--- src/rtl/jtc_pkg.sv ---
// Shared types, constants and character classes for the JSON token classifier.
package jtc_pkg;

   localparam int MAX_LINES   = 12;
   localparam int MAX_SEGMENT = 512;
   localparam int SEG_W       = $clog2(MAX_SEGMENT + 1);
   localparam int LINE_W      = $clog2(MAX_LINES + 1);
   localparam int LEN_W       = 10;
   localparam int LIDX_W      = 4;
   localparam int MAX_EMIT    = 3;
   localparam int QUEUE_DEPTH = 8;
   localparam int QPTR_W      = $clog2(QUEUE_DEPTH);
   localparam int QCNT_W      = $clog2(QUEUE_DEPTH + 1);

   typedef logic [2:0] kind_type;

   localparam kind_type KIND_BLANK   = 3'd0;
   localparam kind_type KIND_STRING  = 3'd1;
   localparam kind_type KIND_NUMBER  = 3'd2;
   localparam kind_type KIND_KEYWORD = 3'd3;
   localparam kind_type KIND_PUNCT   = 3'd4;
   localparam kind_type KIND_WORD    = 3'd5;
   localparam kind_type KIND_OTHER   = 3'd6;
   localparam kind_type KIND_BREAK   = 3'd7;
   localparam kind_type KIND_NONE    = 3'd7;

   localparam logic [7:0] CH_NUL    = 8'h00;
   localparam logic [7:0] CH_TAB    = 8'h09;
   localparam logic [7:0] CH_LF     = 8'h0A;
   localparam logic [7:0] CH_SPACE  = 8'h20;
   localparam logic [7:0] CH_QUOTE  = 8'h22;
   localparam logic [7:0] CH_BSLASH = 8'h5C;
   localparam logic [7:0] CH_MINUS  = 8'h2D;
   localparam logic [7:0] CH_PLUS   = 8'h2B;
   localparam logic [7:0] CH_DOT    = 8'h2E;

   typedef struct packed {
      logic [7:0] ch;
      logic       last;
   } req_type;

   typedef struct packed {
      kind_type          kind;
      logic [LEN_W-1:0]  length;
      logic [LIDX_W-1:0] line_index;
      logic              final_res;
   } rsp_type;

   // results of one accepted transaction, slot 0 first
   typedef struct packed {
      logic [1:0]                cnt;
      rsp_type [MAX_EMIT-1:0]    slot;
   } emit_type;

   function automatic logic is_digit(logic [7:0] c);
      return c >= "0" && c <= "9";
   endfunction

   function automatic logic is_letter(logic [7:0] c);
      return (c >= "a" && c <= "z") || (c >= "A" && c <= "Z");
   endfunction

   function automatic logic is_blank(logic [7:0] c);
      return c == CH_SPACE || c == CH_TAB;
   endfunction

   function automatic logic is_punct(logic [7:0] c);
      return c == "{" || c == "}" || c == "[" || c == "]" || c == ":" || c == ",";
   endfunction

   function automatic logic is_num_cont(logic [7:0] c);
      return is_digit(c) || c == CH_DOT || c == "e" || c == "E" || c == CH_PLUS ||
             c == CH_MINUS;
   endfunction

endpackage

--- src/rtl/json_token_classifier.sv ---
// Top level of the JSON token classifier: lexer front end feeding a result queue.
// Accepts one byte per cycle. Each byte gives zero to three results (token kind, length,
// line index, final flag), which land in an 8-entry queue; the output side delivers one
// result per cycle while not stalled, from the clock after the byte is taken. req_stall
// rises while fewer than three queue entries are free, so the sustained input rate is
// one byte per cycle as long as the bytes average at most one result each, and is
// otherwise set by the one-result-per-cycle output port. After the twelfth line break,
// a zero byte or a byte marked last, bytes are still taken but give no results until reset.
module json_token_classifier import jtc_pkg::*; (
   input  logic    clock,
   input  logic    reset,
   input  logic    req_valid,
   input  req_type req_data,
   output logic    req_stall,
   output logic    rsp_valid,
   output rsp_type rsp_data,
   input  logic    rsp_stall
);

   emit_type push;
   logic     space_ok;

   jtc_lexer u_lexer (
      .clock     (clock),
      .reset     (reset),
      .req_valid (req_valid),
      .req_data  (req_data),
      .req_stall (req_stall),
      .space_ok  (space_ok),
      .push      (push)
   );

   jtc_queue u_queue (
      .clock     (clock),
      .reset     (reset),
      .push      (push),
      .space_ok  (space_ok),
      .rsp_valid (rsp_valid),
      .rsp_data  (rsp_data),
      .rsp_stall (rsp_stall)
   );

endmodule

--- src/rtl/jtc_lexer.sv ---
// Front end: accepts bytes, runs the lexer state and produces up to three results per byte.
module jtc_lexer import jtc_pkg::*; (
   input  logic     clock,
   input  logic     reset,
   input  logic     req_valid,
   input  req_type  req_data,
   output logic     req_stall,
   input  logic     space_ok,
   output emit_type push
);

   typedef struct packed {
      kind_type         tk;
      logic [SEG_W-1:0] tl;
      logic             bo;
      logic             mp;
      logic [2:0]       km;
      logic [SEG_W-1:0] seg;
      logic [LINE_W-1:0] lc;
      logic             fin;
   } lex_state_type;

   typedef struct packed {
      lex_state_type s;
      emit_type      e;
   } step_type;

   localparam lex_state_type LEX_RESET = '{
      tk: KIND_NONE, tl: '0, bo: 1'b0, mp: 1'b0, km: 3'b111,
      seg: '0, lc: '0, fin: 1'b0
   };

   function automatic logic [7:0] kw_true_char(logic [1:0] p);
      logic [7:0] r;
      case (p)
         2'd0: r = "t";
         2'd1: r = "r";
         2'd2: r = "u";
         default: r = "e";
      endcase
      return r;
   endfunction

   function automatic logic [7:0] kw_null_char(logic [1:0] p);
      logic [7:0] r;
      case (p)
         2'd0: r = "n";
         2'd1: r = "u";
         default: r = "l";
      endcase
      return r;
   endfunction

   function automatic logic [7:0] kw_false_char(logic [2:0] p);
      logic [7:0] r;
      case (p)
         3'd0: r = "f";
         3'd1: r = "a";
         3'd2: r = "l";
         3'd3: r = "s";
         default: r = "e";
      endcase
      return r;
   endfunction

   function automatic logic [2:0] kw_match(logic [2:0] km, logic [7:0] c,
                                           logic [SEG_W-1:0] pos);
      logic [2:0] k;
      k = km;
      if (!(pos < SEG_W'(4) && c == kw_true_char(pos[1:0]))) k[0] = 1'b0;
      if (!(pos < SEG_W'(4) && c == kw_null_char(pos[1:0]))) k[1] = 1'b0;
      if (!(pos < SEG_W'(5) && c == kw_false_char(pos[2:0]))) k[2] = 1'b0;
      return k;
   endfunction

   function automatic step_type emit(step_type t, kind_type k, logic [SEG_W-1:0] len);
      step_type r;
      rsp_type  x;
      r = t;
      x.kind       = k;
      x.length     = LEN_W'(len);
      x.line_index = LIDX_W'(t.s.lc);
      x.final_res  = 1'b0;
      case (t.e.cnt)
         2'd0: begin
            r.e.slot[0] = x;
            r.e.cnt = 2'd1;
         end
         2'd1: begin
            r.e.slot[1] = x;
            r.e.cnt = 2'd2;
         end
         2'd2: begin
            r.e.slot[2] = x;
            r.e.cnt = 2'd3;
         end
         default: ;
      endcase
      return r;
   endfunction

   function automatic step_type flush_tok(step_type t);
      step_type r;
      kind_type k;
      r = t;
      k = t.s.tk;
      if (t.s.mp) begin
         r = emit(r, KIND_OTHER, SEG_W'(1));
         r.s.mp = 1'b0;
      end else if (t.s.tk != KIND_NONE) begin
         if (k == KIND_WORD && ((t.s.tl == SEG_W'(4) && t.s.km[1:0] != 2'b00) ||
                                (t.s.tl == SEG_W'(5) && t.s.km[2]))) begin
            k = KIND_KEYWORD;
         end
         r = emit(r, k, t.s.tl);
         r.s.tk = KIND_NONE;
      end
      r.s.tl = '0;
      return r;
   endfunction

   function automatic step_type start_tok(step_type t, logic [7:0] c);
      step_type r;
      r = t;
      r.s.tl = SEG_W'(1);
      if (is_blank(c)) begin
         r.s.tk = KIND_BLANK;
      end else if (c == CH_QUOTE) begin
         r.s.tk = KIND_STRING;
         r.s.bo = 1'b0;
      end else if (is_digit(c)) begin
         r.s.tk = KIND_NUMBER;
      end else if (c == CH_MINUS) begin
         r.s.mp = 1'b1;
         r.s.tl = '0;
      end else if (is_letter(c)) begin
         r.s.tk = KIND_WORD;
         r.s.km = kw_match(3'b111, c, '0);
      end else begin
         r.s.tl = '0;
         r = emit(r, is_punct(c) ? KIND_PUNCT : KIND_OTHER, SEG_W'(1));
      end
      return r;
   endfunction

   function automatic step_type line_brk(step_type t);
      step_type r;
      r = flush_tok(t);
      r = emit(r, KIND_BREAK, '0);
      r.s.seg = '0;
      r.s.lc = r.s.lc + 1'b1;
      if (r.s.lc >= LINE_W'(MAX_LINES)) r.s.fin = 1'b1;
      return r;
   endfunction

   lex_state_type state_ff, state_in;
   step_type      t;
   logic          acc;
   logic          do_flush, do_start, brk;
   logic [7:0]    c;

   assign acc       = req_valid & space_ok;
   assign req_stall = ~space_ok;
   assign c         = req_data.ch;

   always_comb begin
      t.s = state_ff;
      t.e = '0;
      do_flush = 1'b0;
      do_start = 1'b0;
      brk = 1'b0;
      if (!t.s.fin) begin
         if (c == CH_NUL) begin
            brk = t.s.seg != '0;
         end else if (c == CH_LF) begin
            brk = 1'b1;
         end else begin
            if (t.s.mp) begin
               if (is_digit(c)) begin
                  t.s.mp = 1'b0;
                  t.s.tk = KIND_NUMBER;
                  t.s.tl = SEG_W'(2);
               end else begin
                  do_flush = 1'b1;
                  do_start = 1'b1;
               end
            end else begin
               case (t.s.tk)
                  KIND_BLANK: begin
                     if (is_blank(c)) t.s.tl = t.s.tl + 1'b1;
                     else begin
                        do_flush = 1'b1;
                        do_start = 1'b1;
                     end
                  end
                  KIND_STRING: begin
                     t.s.tl = t.s.tl + 1'b1;
                     if (c == CH_QUOTE && !t.s.bo) do_flush = 1'b1;
                     else if (c == CH_BSLASH) t.s.bo = ~t.s.bo;
                     else t.s.bo = 1'b0;
                  end
                  KIND_NUMBER: begin
                     if (is_num_cont(c)) t.s.tl = t.s.tl + 1'b1;
                     else begin
                        do_flush = 1'b1;
                        do_start = 1'b1;
                     end
                  end
                  KIND_WORD: begin
                     if (is_letter(c)) begin
                        t.s.km = kw_match(t.s.km, c, t.s.tl);
                        t.s.tl = t.s.tl + 1'b1;
                     end else begin
                        do_flush = 1'b1;
                        do_start = 1'b1;
                     end
                  end
                  default: begin
                     do_start = 1'b1;
                  end
               endcase
            end
            if (do_flush) t = flush_tok(t);
            if (do_start) t = start_tok(t, c);
            t.s.seg = t.s.seg + 1'b1;
            brk = t.s.seg >= SEG_W'(MAX_SEGMENT);
         end
         if (!brk && c != CH_NUL && req_data.last && t.s.seg != '0) brk = 1'b1;
         if (brk) t = line_brk(t);
         if (req_data.last || c == CH_NUL) t.s.fin = 1'b1;
         if (t.s.fin) begin
            case (t.e.cnt)
               2'd1: t.e.slot[0].final_res = 1'b1;
               2'd2: t.e.slot[1].final_res = 1'b1;
               2'd3: t.e.slot[2].final_res = 1'b1;
               default: ;
            endcase
         end
      end
      state_in = acc ? t.s : state_ff;
      push     = acc ? t.e : '0;
   end

   always_ff @(posedge clock) begin
      if (reset) begin
         state_ff <= LEX_RESET;
      end else begin
         state_ff <= state_in;
      end
   end

   a_quiet_after_finish: assert property (@(posedge clock) disable iff (reset)
      state_ff.fin |-> push.cnt == 2'd0)
      else $error("results produced after finish");

   a_last_finishes: assert property (@(posedge clock) disable iff (reset)
      (acc && req_data.last && !state_ff.fin) |=> state_ff.fin)
      else $error("last byte did not finish the buffer");

   a_line_bound: assert property (@(posedge clock) disable iff (reset)
      state_ff.lc <= LINE_W'(MAX_LINES))
      else $error("line count beyond limit");

endmodule

--- src/rtl/jtc_queue.sv ---
// Back end: result queue taking up to three results per cycle and delivering one per cycle when not stalled.
module jtc_queue import jtc_pkg::*; (
   input  logic     clock,
   input  logic     reset,
   input  emit_type push,
   output logic     space_ok,
   output logic     rsp_valid,
   output rsp_type  rsp_data,
   input  logic     rsp_stall
);

   rsp_type            mem_ff [QUEUE_DEPTH];
   logic [QPTR_W-1:0]  head_ff, head_in;
   logic [QPTR_W-1:0]  tail_ff, tail_in;
   logic [QCNT_W-1:0]  count_ff, count_in;
   logic               pop;

   assign space_ok  = count_ff <= QCNT_W'(QUEUE_DEPTH - MAX_EMIT);
   assign rsp_valid = count_ff != '0;
   assign rsp_data  = mem_ff[head_ff];
   assign pop       = rsp_valid & ~rsp_stall;

   always_comb begin
      head_in  = head_ff + QPTR_W'(pop);
      tail_in  = tail_ff + QPTR_W'(push.cnt);
      count_in = count_ff + QCNT_W'(push.cnt) - QCNT_W'(pop);
   end

   always_ff @(posedge clock) begin
      for (int i = 0; i < MAX_EMIT; i++) begin
         if (2'(i) < push.cnt) begin
            mem_ff[tail_ff + QPTR_W'(i)] <= push.slot[i];
         end
      end
   end

   always_ff @(posedge clock) begin
      if (reset) begin
         head_ff  <= '0;
         tail_ff  <= '0;
         count_ff <= '0;
      end else begin
         head_ff  <= head_in;
         tail_ff  <= tail_in;
         count_ff <= count_in;
      end
   end

   a_count_bound: assert property (@(posedge clock) disable iff (reset)
      count_ff <= QCNT_W'(QUEUE_DEPTH))
      else $error("queue count beyond depth");

   a_push_room: assert property (@(posedge clock) disable iff (reset)
      push.cnt != 2'd0 |-> space_ok)
      else $error("push into queue without room");

   a_rsp_hold: assert property (@(posedge clock) disable iff (reset)
      (rsp_valid && rsp_stall) |=> (rsp_valid && $stable(rsp_data)))
      else $error("stalled result transaction changed");

endmodule

--- config.mk ---
export PLATFORM = sky130hd
export DESIGN_NAME = json_token_classifier
export DESIGN_NICKNAME = d
export VERILOG_FILES = /design/src/rtl/jtc_pkg.sv /design/src/rtl/json_token_classifier.sv /design/src/rtl/jtc_lexer.sv /design/src/rtl/jtc_queue.sv
export SDC_FILE = /design/constraint.sdc
export NUM_CORES = 1
export LEC_CHECK = 0
export BUFFER_PORTS_ARGS = -buffer_cell sky130_fd_sc_hd__buf_4
export CAP_MARGIN = 20
export CORE_MARGIN = 2
export CORE_UTILIZATION = 55
export DETAILED_ROUTE_END_ITERATION = 8
export PLACE_DENSITY = 0.81
export SLEW_MARGIN = 20
export SYNTH_ARGS = -nofsm -noshare
export SYNTH_HDL_FRONTEND = slang
export SYNTH_SLANG_ARGS = --single-unit
export TNS_END_PERCENT = 1
--- constraint.sdc ---
create_clock -name clock -period 8.4 [get_ports clock]
set_input_delay 1.26 -clock clock [delete_from_list [all_inputs] [get_ports clock]]
set_output_delay 1.26 -clock clock [all_outputs]
set_load 0.01 [all_outputs]
Yosys cells after proc, flatten, opt, wreduce, memory -nomap -nowiden
Memories as Yosys holds them, arrays and structs flattened. A register that Yosys moved wholly into a read port is not among the register bits.
Cells that the tools add are included.
{"block": "word_totals", "mem_bits_ro": 0, "mem_count": 1, "register_bits": 43, "out_inout_bits": 20, "mem_bits_rw": 144, "inputBits": 13, "latchBits": 0}
{"block": "op_classes", "n_bitwise": 6, "n_shift": 0, "addsub": 9, "magnitude_cmp": 14, "muxes": 173, "n_reduce_logical": 47, "n_eq_ne": 47, "n_div": 0, "n_mul": 0}
{"name": "u_queue.mem_ff", "words": 8, "word_bits": 18, "rd": 1, "rd_clocked_by_memory_dff": 1, "write_ports": 3, "line_no": "jtc_queue.sv:12", "source": "rsp_type mem_ff [QUEUE_DEPTH];"}
{"operator": "$mux 89", "count": 19}
{"operator": "$mux 8", "count": 45}
{"operator": "$mux 18", "count": 12}
{"operator": "$mux 86", "count": 2}
{"operator": "$mux 56", "count": 2}
{"operator": "$mux 10", "count": 9}
{"operator": "$mux 75", "count": 1}
{"operator": "$mux 74", "count": 1}
{"operator": "$mux 3", "count": 20}
{"operator": "$mux 57", "count": 1}
{"operator": "$eq 8x6->1 const B", "count": 7}
{"operator": "$eq 8x7->1 const B", "count": 7}
{"operator": "$mux 1", "count": 50}
{"operator": "$eq 8x8->1", "count": 6}
{"operator": "$eq 10x3->1 const B", "count": 4}
{"operator": "$pmux 10 s4", "count": 1}
{"operator": "$add 10x1->10 const B", "count": 2}
{"operator": "$lt 10x3->1 const B", "count": 2}
{"operator": "$pmux 5 s4", "count": 1}
{"operator": "$reduce_bool 10->1", "count": 2}
{"operator": "$pmux 2 s3", "count": 3}
{"operator": "$eq 8x4->1 const B", "count": 2}
{"operator": "$ge 8x7->1 const B", "count": 2}
{"operator": "$le 8x7->1 const B", "count": 2}
{"operator": "other kinds (37)", "count": 93}

Longest topological paths before layout
{"block": "logic_depth", "depth_word": 67, "mapped_depth": 25, "depth_no_buf": 20}

By module
From an unflattened synthesis, not the netlist that was laid out.
{"block": "hier_totals", "cells_unflattened": 1738, "hier_area_um2": 14876.8}
{"mod": "jtc_queue", "seq_area_each_um2": 4524.3, "n_inst": 1, "area_per_inst_um2": 10468.8, "cells_each": 1088}
{"mod": "jtc_lexer", "seq_area_each_um2": 660.6, "n_inst": 1, "area_per_inst_um2": 4408.0, "cells_each": 650}

Worst setup path before layout
Ideal clock, no wire load.
{"block": "synth_timing", "path_type": "input-to-reg", "start": "in req_data[7] (netlist name)", "end": "mem u_queue.mem_ff[0][0] (netlist name) (enable)", "path_slack_ps": 1296, "t_arrival_ps": 6646, "path_stages": 17, "cell_sequence": "or4_1 buf_4 a211oi_4 o22ai_4 buf_6 o31a_1 nor2_1 inv_1 ha_1 or4_1 o2111ai_1 nand2_1 clkbuf_1 nor2_1 nand2_1 nand2_1 o311ai_0"}
{"item": "start, declared", "line_no": "json_token_classifier.sv:13", "source": "input req_type req_data,"}
{"item": "end, declared", "line_no": "jtc_queue.sv:12"}

==> impl_metrics.toml <==
[pwr]
ir_drop_mv = 0.134
p_leak_nw = 4.63
power_mw = 2.95
p_per_area_nw_per_um2 = 222

[timing]
hold_violations = 0
fin_skew_ns = 0.0136
layout_min_cycle_time_ns = 6.56
fmax_mhz = 152
post-route-period-util = 0.781
fin_ws_ns = 1.84
rsz0062_at_grt = "false"
timing.hold.ws_ns = 0.505
setup_viol = 0
maxSlewViolCount = 0
max_slew_margin = 0.273
worstMarginPinSlew_ns = 1.08
setup_tns_ns = 0

[grt]
grt_first_pass_wirelength_mm = 54.9
grt_max_degree = 44
grt_pass1_vias = 9863
gr-total-overflow = 0
track_usage = 0.293
antenna_found_initial = 0

[critical_path]
crit_chain = "buf_4 > or4_1 > a211oi_4 > o22ai_4 > o31a_1 > nor2_1 > inv_1 > ha_1 > or4_1 > o2111ai_1 > nand2_1 > nor2_1 > a22oi_2 > nand4_1 > o211ai_1 > buf_4"
worstSetupPathType = "primary input to register"
cp_max_fo = 16
critPathBufInv = 3
critical_path.top_delay_family = "compound AO/OA/AOI/OAI gates"
max_stage_delay_ns = 0.71
cp.arrival_ns = 6.68
reg2regPathDepth = 14
required_ns = 8.52
critPathLaunchType = "primary input"
end_kind = "register"
cp.depth = 16
critical-path-slowest-cell = "or4_1"

[routing]
drc_errors = 0
top_layer = "met4"
drtAntennaViolNets = 0
met3_length_mm = 3.05
drt_pass1_iterations = 6
vias = 10600
routedWlPerCell_um = 22.8
drt_iter0_markers = 1490
drt_wl_total_mm = 35.0
dr_wl_met2_mm = 16.8
wl_met1_mm = 14.2
via_per_inst = 6.89

[placed_design]
dp_hpwl_mm = 24.1
pre_cts_slack_ns = 1.53
dpl_cell_area_sq_um = 12700
io_buffers = 32
gp_congestion = 0.967

[clock_network]
root_buffer = "clkbuf_16"
clk_pin_slew_ns = 0.07
postCtsSetupBuffers = 0
cts_tree = "yes"
cts_resized = 0
postCtsHoldBufs = 0
h-tree-depth = 4
cts.path.max_buffers = 2
cts-buffers-inserted = 17
cts_sinks = 187
insertion_delay_ns = 0.44

[synth]
yosys_warnings = 0
synth_edf_count = 144
synth_area_leader_cell = "edfxtp_1"
netlist_top_cells_count = "180 x nor2_1, 144 x edfxtp_1, 129 x nand2_1"
synth-seq-area-share = 0.422
synth_flop_cell = "edfxtp_1"
yosysMostFrequentCell = "nor2_1"
avgSynthCellArea_sq_um = 9.71
yosys.cell_types.count = 105
syn_nets = 1305
ys_top_cells_by_area = "edfxtp_1 35%, dfxtp_1 7.0%, mux4_2 6.6%, nor2_1 5.5%, nand2_1 3.9%"
syn_area_sq_um = 12300
ys_ff_latch = 187
synth_top_area_frac = 0.352
async_flop_share = 0
synthCells = 1267

[floorplan]
floorplan.initialDensity = 0.562
row_count = 54
core_area_sq_um = 21900
dieHeight_um = 154
die_area_sq_um = 23600
fp.dieW_um = 154
pin_count = 33

[final_layout]
drive_gt1_frac = 0.149
finalInstanceArea_sq_um = 13300
final_nets = 1285
diodes = 0
syn_to_final_growth_pct = 8.05

[hold_path]
hold_depth = 2
hp-class = "register to register"

[flow_run]
cap_viol_max_count = 0

[outcome]
outcome = "finished, final reports clean"
## report_power, final
part           switching [mW]  total, mW  internal [mW]
sequential             0.0488       1.15           1.11
combinational           0.549      0.960          0.411
clock                   0.387      0.838          0.451
total                   0.984       2.95           1.97
## stage by stage
stage / instances / utilization
3_5_place_dp: 1507 / 0.578
6_report: 1539 / 0.607
2_1_floorplan: 1267 / -
3_3_place_gp: 1507 / 0.578
4_1_cts: 1538 / 0.606
5_1_grt: 1539 / 0.607
## placed cells by master, fill, tap and decap left out, drive strengths merged, types with 8 or more instances in the layout
cell type    n
nor2       181
ha          23
mux2        19
xor2         8
nand4       20
o211ai      19
dfxtp       43
nor2b        8
a31oi        9
nor3        31
mux4        36
xnor2       14
nand2b      12
and2         9
or4          8
o22ai       14
edfxtp     144
or3         12
a22oi       40
mux2i       24
o31ai       11
clkbuf      17
inv         34
nand2      130
nor4        11
a21oi       99
o21ai       52
nand3       36
nand3b       8
buf         53
and3        13
## cells by family (layout without fill, tap and decap cells)
kind of cell    Yosys count  after routing  synth area share
mux                      79             79             0.103
compound gates          321            321             0.185
xor+xnor                 22             22            0.0157
buf+inv                 119            111            0.0425
flops                   187            187             0.422
fa+ha+maj                25             25            0.0267
simple gates            514            514             0.206
## final timing paths
kind                        startpoint                   end  slack, ns
setup / recovery           req_data[7]  u_queue.mem_ff[2][0]       1.84
hold / removal     u_lexer.state_ff[9]   u_lexer.state_ff[9]       0.50
setup reg to reg  u_lexer.state_ff[30]  u_queue.mem_ff[2][0]       2.78
hold reg to reg    u_lexer.state_ff[9]   u_lexer.state_ff[9]       0.50
## worst reg2reg max path, stage by stage (launching register included)
cell and delay [ns]:
dfxtp_1 0.64, or4b_2 0.63, nor3_1 0.60, o31a_1 0.32, nor2_1 0.13, inv_1 0.08, ha_1 0.12, or4_1 0.10
o2111ai_1 0.18, nand2_1 0.36, nor2_1 0.13, a22oi_2 0.52, nand4_1 0.64, o211ai_1 0.49, buf_4 0.36
## registers in the layout, summed over array words and instances, names as in the netlist
register          cells
u_queue.count_ff      4
u_queue.head_ff       3
u_queue.tail_ff       3
u_lexer.state_ff     33
u_queue.mem_ff      144
## routing by layer
layer	vias up	global-route usage
met3	91	0.0380
met1	5088	0.407
met4	0	0.104
li1	4754	-
met5	-	0
met2	677	0.477
## area by class of cell
class	count	area, sq um
inverter	27	101
clock inverter	14	178
fill	1824	8600
multi-input combinational	961	6650
sequential	187	5190
timing repair buffer	53	402
clock buffer	17	425
tap	280	350
No activity file was read; power rests on OpenSTA's default activity.
